==> src/hdl/jlf_pkg.sv <==
package jlf_pkg;

  localparam int MAX_LINE = 64;
  localparam int ADDR_W   = (MAX_LINE > 1) ? $clog2(MAX_LINE) : 1;
  localparam int FILL_W   = $clog2(MAX_LINE + 1);
  localparam int DROP_W   = 16;

  localparam logic [7:0] NL_BYTE    = 8'h0A;
  localparam logic [7:0] BRACE_BYTE = 8'h7B;
  localparam logic [7:0] SP_BYTE    = 8'h20;
  localparam logic [7:0] TAB_BYTE   = 8'h09;
  localparam logic [7:0] CR_BYTE    = 8'h0D;

  localparam logic [FILL_W-1:0] FILL_MAX = FILL_W'(MAX_LINE);
  localparam logic [DROP_W-1:0] DROP_MAX = '1;

  typedef logic [ADDR_W-1:0] addr_t;

  // Request from the collector to the line emitter.
  typedef struct packed {
    logic  start;
    addr_t first;
    addr_t stop;
  } emit_cmd_t;

  function automatic logic is_trim(input logic [7:0] b);
    return (b == SP_BYTE) || (b == TAB_BYTE) || (b == CR_BYTE) || (b == NL_BYTE);
  endfunction

endpackage

==> src/hdl/jlf_line_ram.sv <==
module jlf_line_ram (
  input  logic              clk,
  input  logic              we,
  input  jlf_pkg::addr_t    waddr,
  input  logic [7:0]        wdata,
  input  logic              re,
  input  jlf_pkg::addr_t    raddr,
  output logic [7:0]        rdata
);

  logic [7:0] mem [jlf_pkg::MAX_LINE];
  logic [7:0] rdata_r;

  always_ff @(posedge clk) begin
    if (we) begin
      mem[waddr] <= wdata;
    end
    if (re) begin
      rdata_r <= mem[raddr];
    end
  end

  assign rdata = rdata_r;

endmodule

==> src/hdl/jlf_emit.sv <==
module jlf_emit (
  input  logic                        clk,
  input  logic                        rst_n,
  input  jlf_pkg::emit_cmd_t          cmd,
  input  logic [jlf_pkg::DROP_W-1:0]  drop_count,
  output logic                        busy,
  output logic                        rd_en,
  output jlf_pkg::addr_t              rd_addr,
  input  logic [7:0]                  rd_data,
  output logic                        out_tvalid,
  input  logic                        out_tready,
  output logic [23:0]                 out_tdata,
  output logic                        out_tlast
);

  typedef enum logic [1:0] {
    EM_IDLE = 2'b01,
    EM_RUN  = 2'b10
  } em_state_t;

  em_state_t      state_r, state_nxt;
  jlf_pkg::addr_t ptr_r, ptr_nxt;
  jlf_pkg::addr_t stop_r, stop_nxt;
  logic           pend_r, pend_nxt;
  logic           pend_last_r, pend_last_nxt;
  logic           ov_r, ov_nxt;
  logic [7:0]     byte_r;
  logic [jlf_pkg::DROP_W-1:0] drop_r;
  logic           tlast_r;
  logic           issue;

  // A read goes out only when the output word is free by the time data returns.
  assign issue   = (state_r == EM_RUN) && !pend_r && (!ov_r || out_tready);
  assign rd_en   = issue;
  assign rd_addr = ptr_r;
  assign busy    = (state_r == EM_RUN) || pend_r;

  always_comb begin
    state_nxt     = state_r;
    ptr_nxt       = ptr_r;
    stop_nxt      = stop_r;
    pend_nxt      = 1'b0;
    pend_last_nxt = pend_last_r;
    ov_nxt        = ov_r;
    if (ov_r && out_tready) begin
      ov_nxt = 1'b0;
    end
    if (pend_r) begin
      ov_nxt = 1'b1;
    end
    unique case (state_r)
      EM_IDLE: begin
        if (cmd.start) begin
          state_nxt = EM_RUN;
          ptr_nxt   = cmd.first;
          stop_nxt  = cmd.stop;
        end
      end
      EM_RUN: begin
        if (issue) begin
          pend_nxt      = 1'b1;
          pend_last_nxt = (ptr_r == stop_r);
          ptr_nxt       = ptr_r + 1'b1;
          if (ptr_r == stop_r) begin
            state_nxt = EM_IDLE;
          end
        end
      end
      default: state_nxt = EM_IDLE;
    endcase
  end

  always_ff @(posedge clk) begin
    if (!rst_n) begin
      state_r <= EM_IDLE;
      pend_r  <= 1'b0;
      ov_r    <= 1'b0;
    end else begin
      state_r <= state_nxt;
      pend_r  <= pend_nxt;
      ov_r    <= ov_nxt;
    end
    ptr_r       <= ptr_nxt;
    stop_r      <= stop_nxt;
    pend_last_r <= pend_last_nxt;
    if (pend_r) begin
      byte_r  <= rd_data;
      tlast_r <= pend_last_r;
      drop_r  <= drop_count;
    end
  end

  assign out_tvalid = ov_r;
  assign out_tdata  = {drop_r, byte_r};
  assign out_tlast  = tlast_r;

endmodule

==> src/hdl/json_line_framer.sv <==
// Newline-delimited line framer.
// The input stream carries one received byte per word (in_tdata[7:0]). Bytes
// are collected in a line buffer; a newline closes the line. The line is
// trimmed of leading and trailing space, tab and CR, and if what remains
// starts with '{' its bytes are sent on the output stream in order, with
// out_tlast on the final byte. Empty, blank and non-brace lines give nothing.
// A line longer than MAX_LINE bytes is dropped, the saturating drop count
// goes up, and input is skipped up to the next newline. Every output word
// carries, next to the byte, the drop count sampled when the byte is read back.
// Throughput: while a line is collected, one byte is taken per cycle. After a
// newline that releases a line, the input is held off while the emitter reads
// the buffer back through the registered read of the line memory, issuing a
// new read only once the previous byte is captured. Between the newline and
// the first word lie the emitter state, memory read and output registers.
// If the receiver stalls, the emitter waits with the word held in its output
// register; the input stays stalled until the whole line has been read out.
// The input is taken again while the final word still waits to be taken.
// Reset (rst_n low at a clock edge) empties the line, leaves discard mode and
// clears the drop count; the buffer contents need no clearing.
module json_line_framer (
  input  logic        clk,
  input  logic        rst_n,
  input  logic        in_tvalid,
  output logic        in_tready,
  input  logic [7:0]  in_tdata,   // [7:0] in_byte
  output logic        out_tvalid,
  input  logic        out_tready,
  output logic [23:0] out_tdata,  // [7:0] out_byte, [23:8] dropped_lines
  output logic        out_tlast   // last_byte
);

  logic [jlf_pkg::FILL_W-1:0] fill_r, fill_nxt;
  logic                       discard_r, discard_nxt;
  logic [jlf_pkg::DROP_W-1:0] drop_r, drop_nxt;
  logic                       has_nt_r, has_nt_nxt;
  logic                       brace_r, brace_nxt;
  jlf_pkg::addr_t             first_r, first_nxt;
  jlf_pkg::addr_t             lastnt_r, lastnt_nxt;

  jlf_pkg::emit_cmd_t cmd;
  logic               busy;
  logic               accept;
  logic               we;
  jlf_pkg::addr_t     waddr;
  logic               rd_en;
  jlf_pkg::addr_t     rd_addr;
  logic [7:0]         rd_data;

  assign in_tready = !busy;
  assign accept    = in_tvalid && in_tready;
  assign waddr     = fill_r[jlf_pkg::ADDR_W-1:0];

  // Positions of the first and last non-trim byte are tracked on the way in,
  // so the line end needs no scan of the buffer.
  always_comb begin
    fill_nxt    = fill_r;
    discard_nxt = discard_r;
    drop_nxt    = drop_r;
    has_nt_nxt  = has_nt_r;
    brace_nxt   = brace_r;
    first_nxt   = first_r;
    lastnt_nxt  = lastnt_r;
    we          = 1'b0;
    cmd.start   = 1'b0;
    cmd.first   = first_r;
    cmd.stop    = lastnt_r;
    if (accept) begin
      if (in_tdata == jlf_pkg::NL_BYTE) begin
        if (discard_r) begin
          discard_nxt = 1'b0;
        end else if (has_nt_r && brace_r) begin
          cmd.start = 1'b1;
        end
        fill_nxt   = '0;
        has_nt_nxt = 1'b0;
      end else if (!discard_r) begin
        if (fill_r == jlf_pkg::FILL_MAX) begin
          fill_nxt    = '0;
          discard_nxt = 1'b1;
          has_nt_nxt  = 1'b0;
          if (drop_r != jlf_pkg::DROP_MAX) begin
            drop_nxt = drop_r + 1'b1;
          end
        end else begin
          we       = 1'b1;
          fill_nxt = fill_r + 1'b1;
          if (!jlf_pkg::is_trim(in_tdata)) begin
            if (!has_nt_r) begin
              has_nt_nxt = 1'b1;
              first_nxt  = waddr;
              brace_nxt  = (in_tdata == jlf_pkg::BRACE_BYTE);
            end
            lastnt_nxt = waddr;
          end
        end
      end
    end
  end

  always_ff @(posedge clk) begin
    if (!rst_n) begin
      fill_r    <= '0;
      discard_r <= 1'b0;
      drop_r    <= '0;
      has_nt_r  <= 1'b0;
    end else begin
      fill_r    <= fill_nxt;
      discard_r <= discard_nxt;
      drop_r    <= drop_nxt;
      has_nt_r  <= has_nt_nxt;
    end
    brace_r  <= brace_nxt;
    first_r  <= first_nxt;
    lastnt_r <= lastnt_nxt;
  end

  jlf_line_ram u_ram (
    .clk   (clk),
    .we    (we),
    .waddr (waddr),
    .wdata (in_tdata),
    .re    (rd_en),
    .raddr (rd_addr),
    .rdata (rd_data)
  );

  jlf_emit u_emit (
    .clk        (clk),
    .rst_n      (rst_n),
    .cmd        (cmd),
    .drop_count (drop_r),
    .busy       (busy),
    .rd_en      (rd_en),
    .rd_addr    (rd_addr),
    .rd_data    (rd_data),
    .out_tvalid (out_tvalid),
    .out_tready (out_tready),
    .out_tdata  (out_tdata),
    .out_tlast  (out_tlast)
  );

endmodule

==> config.mk <==
export PLATFORM = sky130hd
export DESIGN_NAME = json_line_framer
export DESIGN_NICKNAME = d
export VERILOG_FILES = /design/src/hdl/jlf_pkg.sv /design/src/hdl/jlf_line_ram.sv /design/src/hdl/jlf_emit.sv /design/src/hdl/json_line_framer.sv
export SDC_FILE = /design/constraint.sdc
export NUM_CORES = 1
export LEC_CHECK = 0
export BUFFER_PORTS_ARGS = -buffer_cell sky130_fd_sc_hd__buf_2
export CAP_MARGIN = 30
export CORE_ASPECT_RATIO = 2
export CORE_MARGIN = 2
export CORE_UTILIZATION = 35
export DETAILED_ROUTE_END_ITERATION = 8
export SETUP_SLACK_MARGIN = 0.2
export SYNTH_ARGS = -nofsm -noshare
export SYNTH_HDL_FRONTEND = slang
export SYNTH_SLANG_ARGS = --single-unit
==> constraint.sdc <==
create_clock -name clk -period 3.48 [get_ports clk]
set_input_delay 0.522 -clock clk [delete_from_list [all_inputs] [get_ports clk]]
set_output_delay 0.522 -clock clk [all_outputs]
set_load 0.02 [all_outputs]
Word-level counts from Yosys, hierarchy flattened
Memories as Yosys holds them, arrays and structs flattened. A register that Yosys moved wholly into a read port is not among the register bits.
Index checks and enable logic that the tools add are counted.
W data, S select, Z words.
{ "classes": {"n_eq_ne": 15, "mux": 30, "add_sub_neg": 3, "n_reduce_logical": 25, "bitwise": 5} }
{ "op_table": {"columns": ["cell", "count"], "rows": [
  ["$eq A8 B4 Y1 const B", 3],
  ["$mux W7", 3],
  ["$mux W1", 20],
  ["$add A16 B1 Y16 const B", 1],
  ["$ne A16 B16 Y1 const B", 1],
  ["$mux W6", 2],
  ["$pmux W6 S2", 1],
  ["$reduce_and A5 Y1", 2],
  ["$reduce_and A3 Y1", 3],
  ["$eq A8 B6 Y1 const B", 1],
  ["$eq A8 B7 Y1 const B", 1],
  ["$reduce_and A2 Y1", 4],
  ["$add A7 B1 Y7 const B", 1],
  ["$eq A7 B7 Y1 const B", 1],
  ["$add A6 B1 Y6 const B", 1],
  ["$eq A6 B6 Y1", 1],
  ["$mux W2", 3],
  ["$ne A2 B2 Y1 const B", 3],
  ["$reduce_and A6 Y1", 1],
  ["$logic_and A1 B1 Y1", 5],
  ["$logic_or A1 B1 Y1", 5],
  ["$not A1 Y1", 5],
  ["$pmux W2 S2", 1],
  ["$reduce_bool A2 Y1", 2],
  ["5 further kinds", 7]
]} }
{ "word_totals": {"ff_bits": 80, "n_memories": 1, "in_bits": 12, "wordCells": 95, "ram_bits": 512} }
{ "mem_list": {"columns": ["memory", "depth", "width", "rd", "rd_clocked_by_memory_dff", "wr", "line_no", "text"], "rows": [
  ["u_ram.mem", 64, 8, 1, 1, 1, "jlf_line_ram.sv:11", "logic [7:0] mem [jlf_pkg::MAX_LINE];"]
]} }

Depth between registers and ports, before layout
{ "logic_depth": {"depth_word": 8, "depth_mapped": 10} }

By module
From an unflattened synthesis, not the netlist that was laid out.
{ "unflattened": {"cells_unflattened": 1225, "area_unflattened_um2": 23712.7} }
{ "modules_own_cells": {"columns": ["module", "instances", "area_per_inst_um2", "cells_per_inst", "seq_area_each_um2"], "rows": [
  ["jlf_line_ram", 1, 20246.9, 940, 15615.0],
  ["json_line_framer", 1, 1946.9, 198, 890.9],
  ["jlf_emit", 1, 1519.0, 87, 1221.2]
]} }

Worst setup path after synthesis
Ideal clock, no wire load.
{ "synth_path": {"path_kind": "register to register", "startpoint": "register u_emit.pend_r", "endpoint": "memory u_ram.mem[29][0], enable pin", "path_slack_ns": 0.744, "arrival_time_ns": 2.366, "synth_period_minus_slack_ns": 2.736, "setup_ns": 0.370, "path_stages_with_launch": 6, "cell_sequence": "dfxtp_1 nor4b_2 and3_1 or3b_2 clkbuf_1 nor2_1"} }
{ "synth_between": {"elab_chain_len": 6} }
{ "synth_lines": {"columns": ["item", "line_no", "text"], "rows": [
  ["start, declared", "jlf_emit.sv:24", "logic pend_r, pend_nxt;"],
  ["start signal, assigned", "jlf_emit.sv:80", "pend_r <= pend_nxt;"],
  ["$logic_or A1 B1 Y1", "jlf_emit.sv:36", "assign busy = (state_r == EM_RUN) || pend_r;"],
  ["$logic_not A1 Y1", "json_line_framer.sv:49", "assign in_tready = !busy;"],
  ["$logic_and A1 B1 Y1", "json_line_framer.sv:50", "assign accept = in_tvalid && in_tready;"],
  ["$mux W1", "json_line_framer.sv:67", "if (accept) begin"],
  ["$mux W1", "jlf_line_ram.sv:15", "if (we) begin"],
  ["$mux W1 (not written as such)", "jlf_line_ram.sv:16", "mem[waddr] <= wdata;"],
  ["end, declared", "jlf_line_ram.sv:11", null]
]} }
Every way passes these cells.

Final worst setup path
{ "layout_path": {"startpoint": "register fill_r[0] (netlist bit)", "endpoint": "memory u_ram.mem[63][3], enable pin"} }
{ "layout_between": {"elab_chain_len": 7} }
{ "layout_lines": {"columns": ["item", "line_no", "text"], "rows": [
  ["start, declared", "json_line_framer.sv:32", "logic [jlf_pkg::FILL_W-1:0] fill_r, fill_nxt;"],
  ["start signal, assigned", "json_line_framer.sv:107", "fill_r <= fill_nxt;"],
  ["$eq A7 B7 Y1", "json_line_framer.sv:77", "if (fill_r == jlf_pkg::FILL_MAX) begin"],
  ["$mux W1", "json_line_framer.sv:77", null],
  ["$mux W1", "json_line_framer.sv:76", "end else if (!discard_r) begin"],
  ["$mux W1", "json_line_framer.sv:68", "if (in_tdata == jlf_pkg::NL_BYTE) begin"],
  ["$mux W1", "json_line_framer.sv:67", null],
  ["$mux W1", "jlf_line_ram.sv:15", null],
  ["$mux W1 (not written as such)", "jlf_line_ram.sv:16", null]
]} }
Parallel ways exist; a longest one is shown, timed or not.

==> results by group <==
Run status
  – Status: complete, no violations

Synth
  – Sequential area share after synthesis: 0.758
  – Synth top area share: 0.733
  – Post-Synthesis Cells: 1,157
  – Synth Flop Type: edfxtp_1
  – Synth warn: 0
  – Yosys reg bits: 600
  – Avg Inst Size Synth: 20.2 um2
  – Cell area after synthesis: 23,400 um2
  – Mapped Nets: 1,173
  – Synth top area cells: edfxtp_1 73%, mux4_2 14%, dfxtp_1 2.5%
  – Distinct cells, synth: 55
  – Post-synth EDFFs: 571
  – Async set or reset register ratio after synthesis: 0
  – Leading area contributor after synthesis: edfxtp_1

Detailed routing
  – # DRC: 0
  – Drt first pass iters: 5
  – DR vias: 11,400
  – Met3 wire length: 3520 um
  – Post-route ant nets: 0
  – DR iter-0 viols: 1,204
  – Metal-1 WL: 21,600 um
  – WL met2: 25,900 um
  – Top Metal Used: met4
  – Via density: 5.33
  – Routed len/inst: 24.4 um
  – Post-Route WL: 52,500 um

Worst setup path
  – Worst R2R Setup Slack: 0.20 ns
  – Setup Crit Path Kind: reg2reg
  – CP startpoint: fill_r[0]
  – Worst reg2reg path startpoint: fill_r[0]
  – Startpoint Class: flop
  – Worst reg2reg path endpoint: u_ram.mem[63][3]
  – Worst-path maximum fanout: 13
  – Arrival time at the worst endpoint: 3.50 ns
  – Reg2reg path depth: 6
  – Crit path capture: u_ram.mem[63][3]
  – Req. time, crit path: 3.70 ns
  – Critical Path End Type: flop

CTS
  – CTS Root Cell: clkbuf_16
  – H-tree depth: 2
  – CTS clk-pin slew, worst paths: 0.07 ns
  – Clk sinks: 600
  – CTS buffer count: 53
  – Worst-Skew Late Latency: 0.59 ns
  – CTS Buffer Depth: 3
  – Setup Buffers After CTS: 0
  – CTS tree: yes

Floorplanning
  – Die width: 187 um
  – Die Ht: 370 um
  – Starting Density: 0.352
  – Rows: 134
  – Die ar.: 69,100 um2
  – Core Box Area: 66,400 um2
  – # IOs: 39

Layout
  – Util after Layout: 0.399
  – Final net count: 1,235
  – Area growth syn-to-layout: 13.1%
  – Fraction of layout cells with a size suffix above 1: 0.256
  – Fin area: 26,500 um2
  – Fillers: 5,923
  – FF+latch area: 17,700 um2
  – Area of the multi-input gates: 5360 um2

Timing
  – Final Cycle Share: 0.944
  – Final worst path period need: 3.28 ns
  – Hold Vio Cnt, Final: 0
  – RSZ-0062 raised after global routing: yes
  – Rel. slew slack: 0.386
  – Total negative slack: 0 ns
  – Final setup fails: 0
  – Max Transition Viols Final: 0
  – Worst Tran Pin Value: 0.919 ns
  – Fin worst setup slack: 0.196 ns
  – Clock Skews: 0.0183 ns
  – Maximum clock rate: 305 MHz

Power
  – Sequential share of power: 0.567
  – Worst vdd ir: 0.425 mV
  – Logic gate share of total power: 0.015
  – Psw: 2.77 mW
  – Internal: 11.2 mW
  – Sw Ratio: 0.198
  – Clock network power share: 0.418
  – Pwr/cell area: 528 nW/um2
  – Leak: 8.21 nW

Place
  – Placer Congestion: 0.803
  – Cell Area, Placed: 24,700 um2
  – Setup slack after placement: 0.276 ns
  – HPWL Detailed: 32,500 um
  – Port bufs: 38

Job
  – Total of max-cap violations: 0

Global route
  – Initial antenna violation count: 0
  – Vias in the first global route: 11,600
  – Gr ovfl total: 0
  – First-pass GRT wire length: 77,600 um
  – Largest net degree at the start of global routing: 83
  – Overall Global Routing Usage: 0.150

Min path
  – Hold WC Path Type: in2reg
## layout by cell type, fill, tap and decap left out, types with 6 or more instances in the layout
master / netlist / layout
and3_1: 8 / 8
or4_1: 10 / 10
mux4_2: 141 / 141
clkinv_2: 0 / 14
nand2b_1: 6 / 6
dfxtp_1: 29 / 29
buf_2: 13 / 38
nand4_1: 8 / 8
nor2_2: 0 / 21
clkinvlp_4: 0 / 6
nand3_1: 16 / 16
clkbuf_16: 0 / 55
inv_1: 9 / 9
o21ai_0: 13 / 13
xnor2_1: 11 / 11
nor2_1: 86 / 65
o21ai_1: 6 / 6
or3_1: 6 / 6
edfxtp_1: 571 / 571
buf_4: 8 / 28
clkinv_1: 0 / 12
o31ai_1: 10 / 10
a22oi_1: 11 / 11
mux2i_1: 29 / 29
nand2_1: 22 / 22
a21oi_1: 22 / 22
## worst max-delay path: stages, from the launching register on
cell	delay, ns
dfxtp_1	0.53
inv_1	0.16
ha_1	0.25
nand4_1	0.15
and3_1	0.52
nand4_1	0.55
nor2_1	0.75
## layer usage
metal / up-vias / global-route usage
met2: 444 / 0.247
li1: 4913 / -
met1: 6006 / 0.200
met4: 0 / 0.0511
met5: - / 0
met3: 85 / 0.0293
## cell usage after synthesis, types with 9 or more instances
library cell	count
buf_1	9
nand2_1	22
mux4_2	141
a21oi_1	22
inv_1	9
dfxtp_1	29
xnor2_1	11
o31ai_1	10
clkbuf_1	28
nand3_1	16
a22oi_1	11
mux2i_1	29
o21ai_0	13
buf_2	13
or4_1	10
edfxtp_1	571
nor2_1	86
## power by group through the flow
stage | combinational, mW | clock [mW] | sequential (mW)
after global placement | 0.202 | 0 | 8.08
after detailed placement | 0.211 | 0 | 8.08
final | 0.207 | 5.85 | 7.93
after CTS | 0.209 | 5.94 | 7.93
after floorplan | 0.0517 | 0 | 8.08
after global routing | 0.225 | 6.22 | 7.93
## final cells by class
type,count,area share
flip-flops and latches,600,0.670
multi-input cells,484,0.203
clock buffers,60,0.0527
well taps,884,0.0418
repair buffers,71,0.0189
clock inverters,40,0.0127
inverters,9,0.00128
diodes,1,0.0000946
## worst min-delay path by stage
stage	slack, ns	depth (start not counted)	endpoint	startpoint
floorplan	0.40	0	u_emit.byte_r[0]	u_ram.rdata[0]
global placement	0.41	0	u_emit.out_tlast	u_emit.pend_last_r
detailed placement	0.41	0	u_emit.stop_r[0]	lastnt_r[0]
CTS	0.16	1	u_ram.mem[48][0]	in_tdata[0]
global route	0.18	1	u_ram.mem[48][0]	in_tdata[0]
finish	0.19	1	u_ram.mem[48][0]	in_tdata[0]
## flip-flops by register name, indices dropped and copies added, names as in the netlist, 2 cells and up
register and count:
drop_r 16, u_emit.state_r 2, u_ram.rdata 8, u_ram.mem 512, u_emit.stop_r 6, u_emit.byte_r 8
fill_r 7, first_r 6, u_emit.drop_r 16, u_emit.rd_addr 6, lastnt_r 6
## stage by stage
| step | std cells | hold WS [ns] | total power [mW] |
|---|---|---|---|
| detailed placement | 2048 | 0.408 | 8.30 |
| floorplan | 1157 | 0.400 | 8.13 |
| finish | 2149 | 0.189 | 14.0 |
| CTS | 2148 | 0.165 | 14.1 |
| global placement | 2048 | 0.407 | 8.28 |
| global route | 2148 | 0.178 | 14.4 |
## cell families after synthesis
| logic type | share of synthesized area |
|---|---|
| flip-flops | 0.758 |
| AND/OR/NAND/NOR | 0.0425 |
| multiplexers | 0.150 |
| AO/OA/AOI/OAI | 0.0269 |
| buffers and inverters | 0.0156 |
| XOR/XNOR | 0.00524 |
| adder cells (fa/ha/maj) | 0.00214 |
## what timing repair did
action / in CTS / in global routing
hold buffers: 0 / 0
resized for setup: 0 / 21
setup endpoints to repair: 0 / 219
Power figures use the tool's default switching activity.
